### src/hdl/nptd_pkg.sv
// shared types and constants of the nested priority task dispatcher
`timescale 1ns / 1ps
`default_nettype none

package nptd_pkg;

   localparam int QUEUE_DEPTH_DEF = 16;
   localparam int NEST_DEPTH_DEF  = 16;
   localparam int DATA_W          = 8;
   localparam int COUNT_OUT_W     = 5;
   localparam int STATUS_W        = 2;

   localparam logic KIND_ADD    = 1'b0;
   localparam logic KIND_FINISH = 1'b1;

   localparam logic [STATUS_W-1:0] STATUS_OK          = 2'd0;
   localparam logic [STATUS_W-1:0] STATUS_DROPPED     = 2'd1;
   localparam logic [STATUS_W-1:0] STATUS_IDLE_FINISH = 2'd2;

   typedef struct packed {
      logic [DATA_W-1:0] prio;
      logic [DATA_W-1:0] id;
   } entry_type;

   typedef enum logic [1:0] {
      OP_HOLD,
      OP_SHIFT_IN,
      OP_SHIFT_OUT
   } cell_op_type;

   // control handed to every queue cell
   typedef struct packed {
      cell_op_type       op;
      logic [DATA_W-1:0] new_prio;
   } queue_ctl_type;

   typedef enum logic {
      ST_IDLE,
      ST_START
   } state_type;

endpackage

`default_nettype wire

### src/hdl/nptd_queue_cell.sv
// one slot of the sorted pending queue, shift-insert and shift-out
`timescale 1ns / 1ps
`default_nettype none

module nptd_queue_cell (
   input  wire logic                  clock,
   input  wire nptd_pkg::queue_ctl_type ctl,
   input  wire nptd_pkg::entry_type   new_entry,
   input  wire logic                  occupied,
   input  wire logic                  left_after,
   input  wire nptd_pkg::entry_type   left_entry,
   input  wire nptd_pkg::entry_type   right_entry,
   output nptd_pkg::entry_type        entry,
   output logic                       after
);

   nptd_pkg::entry_type entry_ff;
   nptd_pkg::entry_type entry_in;

   // new task goes behind every queued task of equal or smaller value
   assign after = occupied && (entry_ff.prio <= ctl.new_prio);
   assign entry = entry_ff;

   always_comb begin
      entry_in = entry_ff;
      case (ctl.op)
         nptd_pkg::OP_SHIFT_IN: begin
            if (after) begin
               entry_in = entry_ff;
            end else if (left_after) begin
               entry_in = new_entry;
            end else begin
               entry_in = left_entry;
            end
         end
         nptd_pkg::OP_SHIFT_OUT: begin
            entry_in = right_entry;
         end
         default: begin
            entry_in = entry_ff;
         end
      endcase
   end

   always_ff @(posedge clock) begin
      entry_ff <= entry_in;
   end

endmodule

`default_nettype wire

### src/hdl/nptd_stack_cell.sv
// one slot of the running-priority stack, top of stack in slot zero
`timescale 1ns / 1ps
`default_nettype none

module nptd_stack_cell (
   input  wire logic                        clock,
   input  wire nptd_pkg::cell_op_type       op,
   input  wire logic [nptd_pkg::DATA_W-1:0] left_prio,
   input  wire logic [nptd_pkg::DATA_W-1:0] right_prio,
   output logic [nptd_pkg::DATA_W-1:0]      prio
);

   logic [nptd_pkg::DATA_W-1:0] prio_ff;
   logic [nptd_pkg::DATA_W-1:0] prio_in;

   assign prio = prio_ff;

   always_comb begin
      case (op)
         nptd_pkg::OP_SHIFT_IN:  prio_in = left_prio;
         nptd_pkg::OP_SHIFT_OUT: prio_in = right_prio;
         default:                prio_in = prio_ff;
      endcase
   end

   always_ff @(posedge clock) begin
      prio_ff <= prio_in;
   end

endmodule

`default_nettype wire

### src/hdl/nested_priority_task_dispatcher.sv
// top level: event sequencer over the queue cell chain and the stack cell chain
// rsp_valid is set at the start edge, once ST_START finds the output register free
// a new transaction is taken only after the start check of the last one;
//   req_stall stays up in ST_START, after the cell chain edit on acceptance
// a finished result waits in the output register while the next transaction is taken
// reset: queue and stack empty, no result pending; cell contents are not cleared
`timescale 1ns / 1ps
`default_nettype none

module nested_priority_task_dispatcher #(
   parameter int QUEUE_DEPTH = nptd_pkg::QUEUE_DEPTH_DEF,
   parameter int NEST_DEPTH  = nptd_pkg::NEST_DEPTH_DEF
) (
   input  wire logic                               clock,
   input  wire logic                               reset,
   input  wire logic                               req_valid,
   output logic                                    req_stall,
   input  wire logic                               req_kind,
   input  wire logic [nptd_pkg::DATA_W-1:0]        req_priority_req,
   input  wire logic [nptd_pkg::DATA_W-1:0]        req_task_id,
   output logic                                    rsp_valid,
   input  wire logic                               rsp_stall,
   output logic                                    rsp_started,
   output logic [nptd_pkg::DATA_W-1:0]             rsp_started_id,
   output logic [nptd_pkg::DATA_W-1:0]             rsp_started_priority,
   output logic [nptd_pkg::COUNT_OUT_W-1:0]        rsp_nest_level,
   output logic [nptd_pkg::COUNT_OUT_W-1:0]        rsp_pending_count,
   output logic [nptd_pkg::STATUS_W-1:0]           rsp_status
);

   localparam int QW = $clog2(QUEUE_DEPTH + 1);
   localparam int NW = $clog2(NEST_DEPTH + 1);

   nptd_pkg::state_type state_ff, state_in;
   logic [QW-1:0] pending_ff, pending_in;
   logic [NW-1:0] depth_ff, depth_in;
   logic [nptd_pkg::STATUS_W-1:0] status_ff, status_in;

   logic rsp_valid_ff, rsp_valid_in;
   logic rsp_started_ff, rsp_started_in;
   logic [nptd_pkg::DATA_W-1:0] rsp_id_ff, rsp_id_in;
   logic [nptd_pkg::DATA_W-1:0] rsp_prio_ff, rsp_prio_in;
   logic [nptd_pkg::COUNT_OUT_W-1:0] rsp_nest_ff, rsp_nest_in;
   logic [nptd_pkg::COUNT_OUT_W-1:0] rsp_pend_ff, rsp_pend_in;
   logic [nptd_pkg::STATUS_W-1:0] rsp_status_ff, rsp_status_in;

   nptd_pkg::queue_ctl_type q_ctl;
   nptd_pkg::cell_op_type   s_op;
   nptd_pkg::entry_type     new_entry;
   nptd_pkg::entry_type     q_entry [QUEUE_DEPTH];
   logic [QUEUE_DEPTH-1:0]  q_after;
   logic [QUEUE_DEPTH-1:0]  q_occ;
   logic [nptd_pkg::DATA_W-1:0] s_prio [NEST_DEPTH];
   logic go;

   assign new_entry.prio = req_priority_req;
   assign new_entry.id   = req_task_id;

   // queue cell chain
   for (genvar i = 0; i < QUEUE_DEPTH; i++) begin : g_queue
      nptd_pkg::entry_type left_e, right_e;
      logic left_a;
      assign q_occ[i] = (pending_ff > QW'(i));
      if (i == 0) begin : g_first
         assign left_e = new_entry;
         assign left_a = 1'b1;
      end else begin : g_mid
         assign left_e = q_entry[i-1];
         assign left_a = q_after[i-1];
      end
      if (i == QUEUE_DEPTH - 1) begin : g_last
         assign right_e = '0;
      end else begin : g_inner
         assign right_e = q_entry[i+1];
      end
      nptd_queue_cell u_cell (
         .clock      (clock),
         .ctl        (q_ctl),
         .new_entry  (new_entry),
         .occupied   (q_occ[i]),
         .left_after (left_a),
         .left_entry (left_e),
         .right_entry(right_e),
         .entry      (q_entry[i]),
         .after      (q_after[i])
      );
   end

   // stack cell chain, pushes take the queue head priority
   for (genvar j = 0; j < NEST_DEPTH; j++) begin : g_stack
      logic [nptd_pkg::DATA_W-1:0] left_p, right_p;
      if (j == 0) begin : g_first
         assign left_p = q_entry[0].prio;
      end else begin : g_mid
         assign left_p = s_prio[j-1];
      end
      if (j == NEST_DEPTH - 1) begin : g_last
         assign right_p = '0;
      end else begin : g_inner
         assign right_p = s_prio[j+1];
      end
      nptd_stack_cell u_cell (
         .clock     (clock),
         .op        (s_op),
         .left_prio (left_p),
         .right_prio(right_p),
         .prio      (s_prio[j])
      );
   end

   assign go = (pending_ff != '0) && (depth_ff < NW'(NEST_DEPTH)) &&
               ((depth_ff == '0) || (q_entry[0].prio < s_prio[0]));

   always_comb begin
      state_in      = state_ff;
      pending_in    = pending_ff;
      depth_in      = depth_ff;
      status_in     = status_ff;
      q_ctl.op      = nptd_pkg::OP_HOLD;
      q_ctl.new_prio = req_priority_req;
      s_op          = nptd_pkg::OP_HOLD;
      rsp_valid_in  = rsp_valid_ff && rsp_stall;
      rsp_started_in = rsp_started_ff;
      rsp_id_in     = rsp_id_ff;
      rsp_prio_in   = rsp_prio_ff;
      rsp_nest_in   = rsp_nest_ff;
      rsp_pend_in   = rsp_pend_ff;
      rsp_status_in = rsp_status_ff;
      case (state_ff)
         nptd_pkg::ST_IDLE: begin
            if (req_valid) begin
               state_in = nptd_pkg::ST_START;
               if (req_kind == nptd_pkg::KIND_ADD) begin
                  if (pending_ff < QW'(QUEUE_DEPTH)) begin
                     q_ctl.op   = nptd_pkg::OP_SHIFT_IN;
                     pending_in = pending_ff + QW'(1);
                     status_in  = nptd_pkg::STATUS_OK;
                  end else begin
                     status_in  = nptd_pkg::STATUS_DROPPED;
                  end
               end else begin
                  if (depth_ff == '0) begin
                     status_in = nptd_pkg::STATUS_IDLE_FINISH;
                  end else begin
                     s_op      = nptd_pkg::OP_SHIFT_OUT;
                     depth_in  = depth_ff - NW'(1);
                     status_in = nptd_pkg::STATUS_OK;
                  end
               end
            end
         end
         nptd_pkg::ST_START: begin
            // wait until the output register is free
            if (!rsp_valid_ff || !rsp_stall) begin
               state_in       = nptd_pkg::ST_IDLE;
               rsp_valid_in   = 1'b1;
               rsp_started_in = go;
               rsp_id_in      = '0;
               rsp_prio_in    = '0;
               if (go) begin
                  q_ctl.op    = nptd_pkg::OP_SHIFT_OUT;
                  s_op        = nptd_pkg::OP_SHIFT_IN;
                  pending_in  = pending_ff - QW'(1);
                  depth_in    = depth_ff + NW'(1);
                  rsp_id_in   = q_entry[0].id;
                  rsp_prio_in = q_entry[0].prio;
               end
               rsp_nest_in   = nptd_pkg::COUNT_OUT_W'(depth_in);
               rsp_pend_in   = nptd_pkg::COUNT_OUT_W'(pending_in);
               rsp_status_in = status_ff;
            end
         end
         default: begin
            state_in = nptd_pkg::ST_IDLE;
         end
      endcase
   end

   always_ff @(posedge clock) begin
      if (reset) begin
         state_ff     <= nptd_pkg::ST_IDLE;
         pending_ff   <= '0;
         depth_ff     <= '0;
         rsp_valid_ff <= 1'b0;
      end else begin
         state_ff     <= state_in;
         pending_ff   <= pending_in;
         depth_ff     <= depth_in;
         rsp_valid_ff <= rsp_valid_in;
      end
   end

   always_ff @(posedge clock) begin
      status_ff      <= status_in;
      rsp_started_ff <= rsp_started_in;
      rsp_id_ff      <= rsp_id_in;
      rsp_prio_ff    <= rsp_prio_in;
      rsp_nest_ff    <= rsp_nest_in;
      rsp_pend_ff    <= rsp_pend_in;
      rsp_status_ff  <= rsp_status_in;
   end

   assign req_stall            = (state_ff != nptd_pkg::ST_IDLE);
   assign rsp_valid            = rsp_valid_ff;
   assign rsp_started          = rsp_started_ff;
   assign rsp_started_id       = rsp_id_ff;
   assign rsp_started_priority = rsp_prio_ff;
   assign rsp_nest_level       = rsp_nest_ff;
   assign rsp_pending_count    = rsp_pend_ff;
   assign rsp_status           = rsp_status_ff;

endmodule

`default_nettype wire

### config.mk
export PLATFORM = sky130hd
export DESIGN_NAME = nested_priority_task_dispatcher
export DESIGN_NICKNAME = d
export VERILOG_FILES = /design/src/hdl/nptd_pkg.sv /design/src/hdl/nptd_queue_cell.sv /design/src/hdl/nptd_stack_cell.sv /design/src/hdl/nested_priority_task_dispatcher.sv
export SDC_FILE = /design/constraint.sdc
export NUM_CORES = 1
export LEC_CHECK = 0
export ABC_AREA = 0
export CORE_MARGIN = 2
export CORE_UTILIZATION = 37
export DETAILED_ROUTE_END_ITERATION = 8
export DONT_BUFFER_PORTS = 1
export GPL_ROUTABILITY_DRIVEN = 0
export PLACE_DENSITY_LB_ADDON = 0.3
export REMOVE_ABC_BUFFERS = 1
export SLEW_MARGIN = 20
export SYNTH_ARGS = -nofsm -noshare
export SYNTH_HDL_FRONTEND = slang
export SYNTH_SLANG_ARGS = --single-unit
export TNS_END_PERCENT = 30
### constraint.sdc
create_clock -name clock -period 5.1 [get_ports clock]
set_clock_uncertainty 0.05 [all_clocks]
set_input_delay 0 -clock clock [delete_from_list [all_inputs] [get_ports clock]]
set_output_delay 0 -clock clock [all_outputs]
set_load 0.02 [all_outputs]
== Yosys cells after proc, flatten, opt, wreduce, memory -nomap -nowiden ==
Cells that the tools add are included.

* Divide/modulo/power cells: 0
* Reductions and logical operators: 47
* Shift operators: 0
* $mul: 0
* Equal/unequal tests: 26
* Add/sub/neg operators: 4
* Multiplexer cells: 95
* Order comparisons: 35
* Bitwise gates (word level): 1

{| class="wikitable"
|+ Operator list
! cell !! number
|-
| $pmux W16 S2 || 16
|-
| $mux W16 || 31
|-
| $pmux W8 S2 || 16
|-
| $le A8 B8 Y1 || 16
|-
| $mux W5 || 10
|-
| $ne A2 B2 Y1 const B || 21
|-
| $gt A5 B4 Y1 const B || 8
|-
| $reduce_and A2 Y1 || 18
|-
| $gt A5 B3 Y1 const B || 4
|-
| $pmux W5 S2 || 2
|-
| $logic_and A1 B1 Y1 || 19
|-
| $mux W2 || 7
|-
| $add A5 B1 Y5 const B || 2
|-
| $gt A5 B1 Y1 const B || 2
|-
| $gt A5 B2 Y1 const B || 2
|-
| $lt A5 B5 Y1 const B || 2
|-
| $mux W1 || 10
|-
| $sub A5 B1 Y5 const B || 2
|-
| $lt A8 B8 Y1 || 1
|-
| $pmux W2 S2 || 2
|-
| $reduce_and A4 Y1 || 2
|-
| $logic_not A5 Y1 || 1
|-
| $reduce_bool A5 Y1 || 1
|-
| $eq A2 B1 Y1 const B || 2
|-
| 7 further kinds || 11
|}

* Bits in latches: 0
* RAM bits: 0
* Memories: 0
* ROM bits: 0
* Register bits after elaboration: 427
* Output and inout port bits: 31

== Logic depth before layout (Yosys ltp) ==
Gate-level depths: netlist of the first run.

* Word-level depth: 9
* Depth in mapped cells: 16
* Mapped depth without buffers: 11

== Hierarchy ==
From an unflattened synthesis of the first run, not the netlist that was laid out.

* Cells, all modules: 2,268
* Area, all modules: 26,447.9 sq um

{| class="wikitable"
|+ Modules (own cells, without submodules)
! module !! cells each !! area each (sq um) !! instances !! seq. area each (sq um)
|-
| nptd_queue_cell || 106 || 1,099.8 || 16 || 480.5
|-
| nptd_stack_cell || 20 || 391.6 || 16 || 240.2
|-
| nested_priority_task_dispatcher || 252 || 2,585.0 || 1 || 1,171.1
|}

== Worst setup path after synthesis of the first run ==
Ideal clock, no wire load.

* Path kind: register -> register
* Start: reg g_queue[0].u_cell.entry_ff, in the netlist g_queue[0].u_cell.entry[9]
* End: reg g_stack[0].u_cell.prio_ff, in the netlist g_stack[0].u_cell.prio[0] (enable)
* Data required time: 4.569 ns
* Slack: -0.359 ns
* Buffers on the path: 2
* Library setup time: 0.481 ns
* Stages on the path, launching flop included: 11
* Arrival: 4.928 ns
* Cells stage by stage: edfxtp_1 > ha_1 > a2111o_1 > a221oi_2 > o21ai_2 > nor2_4 > inv_2 > clkbuf_1 > clkbuf_1 > ha_1 > inv_1

* Cells in the longest elaborated chain, start to end: 8
* Elaborated cells between the ends (all ways): 9
* Classes of those cells: order compare: 1; eq/ne: 2; mux: 3; reduce/logical: 3

{| class="wikitable"
|+ Ends and longest elaborated chain
! what !! line !! source
|-
| from (decl) || nptd_queue_cell.sv:17 || <nowiki>nptd_pkg::entry_type entry_ff;</nowiki>
|-
| from (signal assigned) || nptd_queue_cell.sv:46 || <nowiki>entry_ff <= entry_in;</nowiki>
|-
| $lt A8 B8 Y1 * || nested_priority_task_dispatcher.sv:112 || <nowiki>((depth_ff == '0) || (q_entry[0].prio < s_prio[0]));</nowiki>
|-
| $logic_or A1 B1 Y1 * || nested_priority_task_dispatcher.sv:112 ||
|-
| $logic_and A1 B1 Y1 * || nested_priority_task_dispatcher.sv:111 || <nowiki>assign go = (pending_ff != '0) && (depth_ff < NW'(NEST_DEPTH)) &&</nowiki>
|-
| $mux W1 * || nested_priority_task_dispatcher.sv:160 || <nowiki>if (go) begin</nowiki>
|-
| $mux W1 * || nested_priority_task_dispatcher.sv:154 || <nowiki>if (!rsp_valid_ff || !rsp_stall) begin</nowiki>
|-
| $pmux W2 S2 * || nested_priority_task_dispatcher.sv:129 || <nowiki>case (state_ff)</nowiki>
|-
| $eq A2 B1 Y1 / $eq A2 B2 Y1 (equally long branches) || nptd_stack_cell.sv:19 || <nowiki>case (op)</nowiki>
|-
| $reduce_bool A2 Y1 (no source line) * || n/a ||
|-
| to (signal assigned) || nptd_stack_cell.sv:27 || <nowiki>prio_ff <= prio_in;</nowiki>
|-
| to (decl) || nptd_stack_cell.sv:13 || <nowiki>logic [nptd_pkg::DATA_W-1:0] prio_ff;</nowiki>
|}

Mark *: on every way between the ends. The rest lies on a longest branch, timed or not.
A chain may end at the register's enable or synchronous reset.

== Worst setup path after layout of the first run ==
* Start: reg g_queue[0].u_cell.entry_ff, in the netlist g_queue[0].u_cell.entry[15]
* End: reg g_stack[4].u_cell.prio_ff, in the netlist g_stack[4].u_cell.prio[2], data pin

* Cells in the longest elaborated chain, start to end: 8
* Elaborated cells between the ends (all ways): 9
* Classes of those cells: order compare: 1; eq/ne: 2; mux: 4; reduce/logical: 2

{| class="wikitable"
|+ Ends and longest elaborated chain
! what !! line !! source
|-
| $lt A8 B8 Y1 * || nested_priority_task_dispatcher.sv:112 ||
|-
| $logic_or A1 B1 Y1 * || nested_priority_task_dispatcher.sv:112 ||
|-
| $logic_and A1 B1 Y1 * || nested_priority_task_dispatcher.sv:111 ||
|-
| $mux W1 * || nested_priority_task_dispatcher.sv:160 ||
|-
| $mux W1 * || nested_priority_task_dispatcher.sv:154 ||
|-
| $pmux W2 S2 * || nested_priority_task_dispatcher.sv:129 ||
|-
| $eq A2 B2 Y1 / $eq A2 B1 Y1 (equally long branches) || nptd_stack_cell.sv:19 ||
|-
| $pmux W8 S2 * || nptd_stack_cell.sv:19 ||
|-
| named net g_stack[4].u_cell.prio_in, one bit || nptd_stack_cell.sv:14 || <nowiki>logic [nptd_pkg::DATA_W-1:0] prio_in;</nowiki>
|-
| to (signal assigned) || nptd_stack_cell.sv:27 ||
|-
| to (decl) || nptd_stack_cell.sv:13 ||
|}

The timed path passes the listed nets; every way through them passes the cells marked *.

==> impl_metrics.ini, run 1 <==
[run_status]
status = complete, no violations

[timing]
setup_viol = 0
period_needed_ns = 3.93
finalHoldViolations = 0
final-max-slew-violation-count = 0
worst_slew_pin_slew_ns = 1.03
relSlewSlack = 0.311
rsz0062_at_grt = false
period_share = 0.771
fmax_mhz = 254
setup_ws_ns = 1.17

[worst_setup_path]
start_kind = flop
cp-end-kind = flop
crit_fanout = 72
critPathKind = reg -> reg
crit_required_ns = 5.39
cp.arrival_ns = 4.22

[die]
rows = 92
die_h_um = 256
dieArea_sq_um = 65500
chipWidth_um = 256
start_util = 0.373
num_io_pins = 52
core_sq_um = 62900

[pwr]
ir_drop_v = 0.000258
internal_power_mw = 8.81
power_frac_seq = 0.444
comb_power_share = 0.290
p_sw_mw = 4.31
netSwitchingFraction = 0.328
power.leakage_nw = 9.00
clockPowerShare = 0.266
p_per_area_nw_per_um2 = 498

[logic_synthesis]
synthCells = 2018
yosysWarnings = 0
syn-cell-area_sq_um = 23500
synth_common_cells = 415 x edfxtp_1, 312 x a21oi_1, 255 x nor2_1, 226 x mux2i_1, 146 x ha_1
synth-seq-area-share = 0.541
async_reset_ff_frac = 0
synthFlopType = edfxtp_1
synth_seq_cells = 427
synth_top_cell_by_area = edfxtp_1
avgSynthCellArea_sq_um = 11.6
yosysUniqueCellTypes = 58
synth_edf_count = 415
ys_top_cells_by_area = edfxtp_1 53%, mux2i_1 9.6%, ha_1 7.8%, a21oi_1 6.7%, mux2_2 5.8%
synth.most_common_cell = edfxtp_1
yosysTopAreaCellShare = 0.531

[clocking]
ctsResizeCount = 0
clkSlewWorstSetupHoldPaths_ns = 0.06
cts_tree = built
numCtsBuffers = 47
cts_max_level = 2
cts_buffer_depth = 3
clock_latency_ns = 0.60
cts_root_buffer = clkbuf_16
cts_num_sinks = 427

[detailed_routing]
wire_per_inst_um = 19.6
viasPerCell = 5.47
drc = 0
final_antenna_net_count = 0
vias = 15800
drtPass1Iterations = 5
drt-total-wl_um = 56700
drt-initial-drc-count = 1233

[finish]
fillers = 5995
drive_above_1_share = 0.133
final_cells = 2895
final_design_area_no_fill_sq_um = 26300
area_delta_synth_final_pct = 12.2
nets = 2172

[flow_run]
maxCapViolCount = 0

[global_route]
track_usage = 0.171
grt_pass1_vias = 16300
grt_pass1_wl_um = 90100
overflow = 0
grt_max_degree = 210
antenna_found_initial = 5

[placed_design]
post_dp_cell_area_sq_um = 24500
numPortBuffers = 0
post-place-ws_ns = 1.17
place_hpwl_um = 38500
dpl.cell_count = 2781

[min_path]
hold_path_class = in -> reg
logic make-up (layout without fill, tap and decap cells):
logic type	after synthesis	in the layout	share of synthesized area
multiplexers	347	347	0.154
adder cells (fa/ha/maj)	146	146	0.0778
other	0	6	0
AND/OR/NAND/NOR	449	449	0.0874
AO/OA/AOI/OAI	460	460	0.106
XOR/XNOR	8	8	0.00299
buffers and inverters	181	206	0.0299
flip-flops	427	427	0.541
sequential cells by signal, summed over array words and instances (netlist names):
| signal | cells |
|---|---|
| g_queue.u_cell.entry | 256 |
| rsp_started_priority | 8 |
| depth_ff | 5 |
| rsp_nest_level | 5 |
| g_stack.u_cell.prio | 128 |
| rsp_started_id | 8 |
| rsp_status | 2 |
| pending_ff | 5 |
| rsp_started | 1 |
| rsp_valid | 1 |
| status_ff | 2 |
| req_stall | 1 |
| rsp_pending_count | 5 |
cell type report:
| cell class | instances | area [sq um] | share of cell area |
|---|---|---|---|
| Inverter | 50 | 198 | 0.00751 |
| Multi-Input combinational cell | 1410 | 10200 | 0.387 |
| Clock inverter | 31 | 332 | 0.0126 |
| Timing Repair Buffer | 69 | 608 | 0.0231 |
| Clock buffer | 56 | 1230 | 0.0468 |
| Tap cell | 846 | 1060 | 0.0402 |
| Sequential cell | 427 | 12700 | 0.482 |
| Antenna cell | 6 | 15.0 | 0.000570 |
path summary, 6_finish.rpt:
path / from / end / slack [ns] / depth (start not counted)
worst max-delay path: g_queue[0].u_cell.entry[15]$_DFFE_PP_ / g_stack[4].u_cell.prio[2]$_DFFE_PP_ / 1.17 / 10
worst min-delay path: rsp_stall / rsp_valid$_SDFF_PP0_ / 0.09 / 3
worst max register to register: g_queue[0].u_cell.entry[15]$_DFFE_PP_ / g_stack[4].u_cell.prio[2]$_DFFE_PP_ / 1.17 / 10
worst min register to register: status_ff[1]$_SDFFCE_PN0P_ / rsp_status[1]$_DFFE_PP_ / 0.38 / 0
critical path, stage by stage, from the launching register on:
cell      delay, ns
edfxtp_1       0.47
ha_1           0.37
nand4_1        0.11
a21oi_1        0.21
a221oi_2       0.12
o21ai_2        0.43
nor2_4         0.09
inv_8          0.31
ha_4           0.77
buf_12         0.32
mux2_2         0.37
per-stage QoR:
stage / setup TNS (ns) / utilization / hold WS (ns) / power, mW
floorplan: -1926.79 / - / 0.0191 / 8.54
CTS: 0 / 0.419 / 0.0233 / 13.2
finish: 0 / 0.419 / 0.0872 / 13.1
global route: 0 / 0.419 / 0.0797 / 13.9
global placement: 0 / 0.390 / 0.0249 / 9.49
detailed placement: 0 / 0.390 / 0.0271 / 9.65
power groups by stage:
stage / Sequential [mW] / Clock [mW] / Combinational [mW]
final: 5.82 / 3.49 / 3.81
after global routing: 5.92 / 3.70 / 4.24
after CTS: 5.83 / 3.59 / 3.82
after detailed placement: 5.89 / 0 / 3.76
after global placement: 5.87 / 0 / 3.62
after floorplan: 5.72 / 0 / 2.81
layout by cell type, fill, tap and decap left out, types with 9 or more instances in the layout:
| cell type | netlist | layout |
|---|---|---|
| nand3_1 | 13 | 13 |
| o21a_1 | 14 | 14 |
| o21ai_1 | 2 | 15 |
| buf_4 | 0 | 45 |
| ha_1 | 146 | 145 |
| nand4_1 | 31 | 31 |
| nor2_1 | 255 | 255 |
| dlygate4sd3_1 | 0 | 21 |
| o211ai_1 | 9 | 9 |
| nand3b_1 | 9 | 9 |
| a21oi_1 | 312 | 312 |
| nand2_1 | 51 | 51 |
| nor2b_1 | 21 | 21 |
| and2_1 | 17 | 17 |
| mux2_2 | 121 | 121 |
| inv_1 | 47 | 45 |
| clkinv_1 | 2 | 10 |
| edfxtp_1 | 415 | 415 |
| dfxtp_1 | 12 | 12 |
| nor3_1 | 14 | 10 |
| mux2i_1 | 226 | 226 |
| clkbuf_16 | 0 | 48 |
| o21ai_0 | 82 | 67 |
per-layer routing:
layer | track usage | vias to the layer above | wire length (um)
met4 | 0.0549 | 2 | 1500
met2 | 0.290 | 296 | 27400
met5 | 0 | - | 9
met3 | 0.0263 | 101 | 2350
li1 | - | 7523 | -
met1 | 0.224 | 7914 | 25400
what timing repair did:
action	in CTS	in global routing
hold buffers	21	0
buffers inserted	0	0
hold endpoints to repair	259	0
No activity file was read; power rests on OpenSTA's default activity.
==> inputs of run 2 (changes only) <==
clock period = 3.6 ns   (was 5.1 ns; I/O delays follow)
==> impl_metrics.ini, run 2 (synthesized netlist as in run 1, its figures left out) <==
[timing]
period_needed_ns = 3.44
final-max-slew-violation-count = 0
rsz0062_at_grt = false
finalHoldViolations = 0
fmax_mhz = 291
setup_viol = 0
worst_slew_pin_slew_ns = 1.05
period_share = 0.956
relSlewSlack = 0.293

[placed_design]
numPortBuffers = 0
place_hpwl_um = 40500
post_dp_cell_area_sq_um = 25000
dpl.cell_count = 2819

[pwr]
clockPowerShare = 0.255
p_sw_mw = 6.18
netSwitchingFraction = 0.331
p_per_area_nw_per_um2 = 699
comb_power_share = 0.305
power_frac_seq = 0.440
power.leakage_nw = 9.23
ir_drop_v = 0.000426
internal_power_mw = 12.5

[flow_run]
maxCapViolCount = 0

[clocking]
cts_num_sinks = 427
cts_root_buffer = clkbuf_16
clkSlewWorstSetupHoldPaths_ns = 0.06
numCtsBuffers = 49
cts_buffer_depth = 3
cts_max_level = 2
clock_latency_ns = 0.58
cts_tree = built

[detailed_routing]
drc = 0
drt-initial-drc-count = 912
wire_per_inst_um = 19.7
viasPerCell = 5.42
drtPass1Iterations = 4
vias = 15900
drt-total-wl_um = 57600
final_antenna_net_count = 0

[min_path]
hold_path_class = in -> reg
min_from = rsp_stall

[finish]
fin_util = 0.425
final_cells = 2929
final_common_cell = edfxtp_1
final_cell_mix = 415 x edfxtp_1, 312 x a21oi_1, 255 x nor2_1
fillers = 5936
area_delta_synth_final_pct = 13.7
final_design_area_no_fill_sq_um = 26700
nets = 2212
largest_reg_flops = 256
drive_above_1_share = 0.149
seq_area_sq_um = 12700
multi_input_area_sq_um = 10200

[worst_setup_path]
critPathSlowestCell = dlygate4sd3_1
timing.rr.start = g_queue[0].u_cell.entry[13]$_DFFE_PP_
crit_chain = dlygate4sd3_1, inv_1, buf_12, ha_1, nand4_1, nand2b_1, a21oi_1, a211oi_4, o21ai_1, buf_4
crit_fanout = 15
crit_required_ns = 3.82
cpPeakStageDelay_ns = 1.09
worstSetupStartpoint = req_priority_req[3]
critPathKind = in -> reg
start_kind = primary input
cp-end-kind = flop
cp.arrival_ns = 3.67

[global_route]
track_usage = 0.175
grt_pass1_wl_um = 92100
grt_pass1_vias = 16700
antenna_found_initial = 4
grt_max_degree = 172
overflow = 0

[die]
start_util = 0.373
rows = 92
core_sq_um = 62900
chipWidth_um = 256
num_io_pins = 52
dieArea_sq_um = 65500
die_h_um = 256

[run_status]
status = complete, no violations
-- run 2: cell count changes in the layout (fill, tap and decap cells not counted), moves of 2 or more --
| cell | delta |
|---|---|
| buf_12 | +12 |
| diode_2 | -5 |
| clkinv_1 | -2 |
| bufinv_16 | -4 |
| clkinv_4 | +5 |
| dlymetal6s4s_1 | +2 |
| clkbuf_8 | +2 |
| dlygate4sd3_1 | -2 |
| buf_4 | +26 |
-- run 2: worst paths after layout --
path	endpoint	slack (ns)	depth (start not counted)
min	rsp_valid$_SDFF_PP0_	0.07	3
max	g_queue[9].u_cell.entry[7]$_DFFE_PP_	0.16	10
max reg2reg	g_stack[5].u_cell.prio[6]$_DFFE_PP_	0.33	10
min reg2reg	rsp_status[1]$_DFFE_PP_	0.37	0
-- run 2: power groups by stage --
| stage | clock network, mW | registers [mW] | logic (mW) |
|---|---|---|---|
| 6_report | 4.76 | 8.22 | 5.69 |
| 5_1_grt | 5.11 | 8.36 | 6.30 |
| 4_1_cts | 4.90 | 8.23 | 5.71 |
| 3_5_place_dp | 0 | 8.32 | 5.62 |
| 3_3_place_gp | 0 | 8.29 | 5.38 |
| 2_1_floorplan | 0 | 8.11 | 3.98 |
-- run 2: area by class of cell --
cell class                 count  area share
tap                          846      0.0396
antenna                        1   0.0000937
clock buffer                  60      0.0482
sequential                   427       0.476
timing repair buffer         107      0.0393
inverter                      50     0.00740
clock inverter                28     0.00825
multi-input combinational   1410       0.381
-- run 2: repair_timing --
| action | CTS | global route |
|---|---|---|
| resized for setup | 0 | 2 |
| setup endpoints to repair | 0 | 24 |
| hold endpoints to repair | 266 | 0 |
| hold buffers | 21 | 0 |
| buffers inserted | 0 | 0 |
-- run 2: critical path: cells and delay by family --
kind | cells | cell delay (ns)
AOI/OAI and AO/OA | 3 | 0.86
adders and majority gates | 1 | 0.33
and+or+nand+nor | 2 | 0.26
buffers and inverters | 4 | 2.19
-- run 2: through the flow --
step                      setup TNS (ns)  setup WS, ns  power, mW  hold slack, ns
after detailed placement               0         0.298       13.9          0.0263
final                                  0         0.159       18.7          0.0683
after global placement                 0         0.342       13.7          0.0256
after global routing                   0        0.0382       19.8          0.0945
after CTS                              0         0.156       18.8          0.0177
after floorplan                 -3023.29         -5.46       12.1          0.0191
-- run 2: per-layer routing --
metal / vias up / global-route usage / wire, um
li1: 7604 / - / -
met1: 7869 / 0.231 / 26000
met2: 297 / 0.293 / 27800
met3: 100 / 0.0263 / 2260
met4: 4 / 0.0569 / 1550
met5: - / 0 / 26
==> inputs of run 3 (changes only) <==
SETUP_SLACK_MARGIN = 0.4   (was not set)
==> impl_metrics.ini, run 3 (synthesized netlist as in run 1, its figures left out) <==
[run_status]
status = complete, no violations

[finish]
multi_input_area_sq_um = 10200
drive_above_1_share = 0.151
final_cells = 3021
largest_reg_flops = 256
antenna_cells = 0
fillers = 5858
final_cell_mix = 415 x edfxtp_1, 312 x a21oi_1, 255 x nor2_1
final_common_cell = edfxtp_1
seq_area_sq_um = 12700
nets = 2305
area_delta_synth_final_pct = 18.1

[flow_run]
maxCapViolCount = 0

[die]
die_h_um = 256
start_util = 0.373
num_io_pins = 52
core_sq_um = 62900
chipWidth_um = 256
dieArea_sq_um = 65500
rows = 92

[timing]
relSlewSlack = 0.278
finalSetupTns_ns = 0
setup_viol = 0
setup_ws_ns = 0.465
period_share = 0.871
final-max-slew-violation-count = 0
hold_ws_ns = 0.0674
fmax_mhz = 319
worst_slew_pin_slew_ns = 1.08
finalHoldViolations = 0
rsz0062_at_grt = true
period_needed_ns = 3.14

[detailed_routing]
drt-initial-drc-count = 958
wire_per_inst_um = 19.9
drtPass1Iterations = 5
drt-total-wl_um = 60100
drc = 0
final_antenna_net_count = 0
vias = 16400
viasPerCell = 5.44

[pwr]
power_frac_seq = 0.427
power.leakage_nw = 9.66
power_mw = 19.2
internal_power_mw = 12.9
netSwitchingFraction = 0.329
p_per_area_nw_per_um2 = 694
clockPowerShare = 0.249
comb_power_share = 0.324
ir_drop_v = 0.000426
p_sw_mw = 6.33

[clocking]
clock_latency_ns = 0.59
cts_max_level = 2
cts_buffer_depth = 3
cts_tree = built
cts_num_sinks = 427
numCtsBuffers = 49
clkSlewWorstSetupHoldPaths_ns = 0.06
cts_root_buffer = clkbuf_16

[worst_setup_path]
cpPeakStageDelay_ns = 0.59
cp.arrival_ns = 3.41
r2r_slack_ns = 0.47
crit_fanout = 16
cpMostUsedCell = o21ai_0
critPathSlowestCell = dlygate4sd3_1
critPathTopFamily = buffers and inverters
critPathKind = reg -> reg
start_kind = flop
cp_num_buf_inv = 3
cp-end-kind = flop
crit_required_ns = 3.88
crit_chain = buf_4, ha_1, o21ai_0, o21ai_0, a21oi_2, buf_8, mux2i_1, dlygate4sd3_1, a21oi_1

[global_route]
grt_pass1_vias = 17200
grt_util_met2 = 0.307
grt_busiest_layer = met2
use_met3 = 0.0272
antenna_found_initial = 1
grt_pass1_wl_um = 94800
grt_max_degree = 172
overflow = 0
grt_use_met1 = 0.235
track_usage = 0.179

[placed_design]
dpl.cell_count = 2819
place_hpwl_um = 40500
numPortBuffers = 0
post-place-ws_ns = 0.298

[min_path]
hold_path_class = in -> reg
-- run 3: area by class of cell --
type,instances,area share
Tap cell,846,0.0382
Clock inverter,28,0.00795
Inverter,50,0.00763
Timing Repair Buffer,200,0.0725
Sequential cell,427,0.458
Clock buffer,60,0.0465
Multi-Input combinational cell,1410,0.369
-- run 3: routing by layer --
| layer | wire [um] | vias to the layer above |
|---|---|---|
| met4 | 1450 | 2 |
| met5 | 11 | - |
| met3 | 2390 | 94 |
| li1 | - | 7808 |
| met1 | 26800 | 8214 |
| met2 | 29400 | 310 |
-- run 3: what timing repair did --
item,in CTS,in global routing
buffers inserted,0,11
gates resized for setup,4,22
pin swaps,0,2
cloned,0,1
hold buffers,102,0
hold endpoints to repair,266,0
endpoints found under the setup margin,121,322
-- run 3: worst paths after layout --
check                                                              to                       start  cells past startpoint
worst max-delay path            g_queue[4].u_cell.entry[15]$_DFFE_PP_  pending_ff[0]$_SDFFE_PP0P_                      9
worst min-delay path                             rsp_valid$_SDFF_PP0_                   rsp_stall                      3
worst max register to register  g_queue[4].u_cell.entry[15]$_DFFE_PP_  pending_ff[0]$_SDFFE_PP0P_                      9
worst min register to register                rsp_status[1]$_DFFE_PP_  status_ff[1]$_SDFFCE_PN0P_                      0
-- run 3: worst min-delay path, cell delays in order --
cell and delay [ns]:
a21oi_1 0.04, nor2_1 0.08, dlygate4sd3_1 0.54
-- run 3: through the flow --
step            util  instance area, sq um
2_1_floorplan      -                 23000
3_3_place_gp   0.397                 25000
3_5_place_dp   0.397                 25000
4_1_cts        0.438                 27500
5_1_grt        0.441                 27700
6_report       0.441                 27700
-- run 3: power by group through the flow --
stage | registers, mW | clock network (mW) | logic [mW]
final | 8.22 | 4.78 | 6.23
after global routing | 8.35 | 5.11 | 6.85
after CTS | 8.23 | 4.90 | 6.09
after detailed placement | 8.32 | 0 | 5.62
after global placement | 8.29 | 0 | 5.38
after floorplan | 8.11 | 0 | 3.98
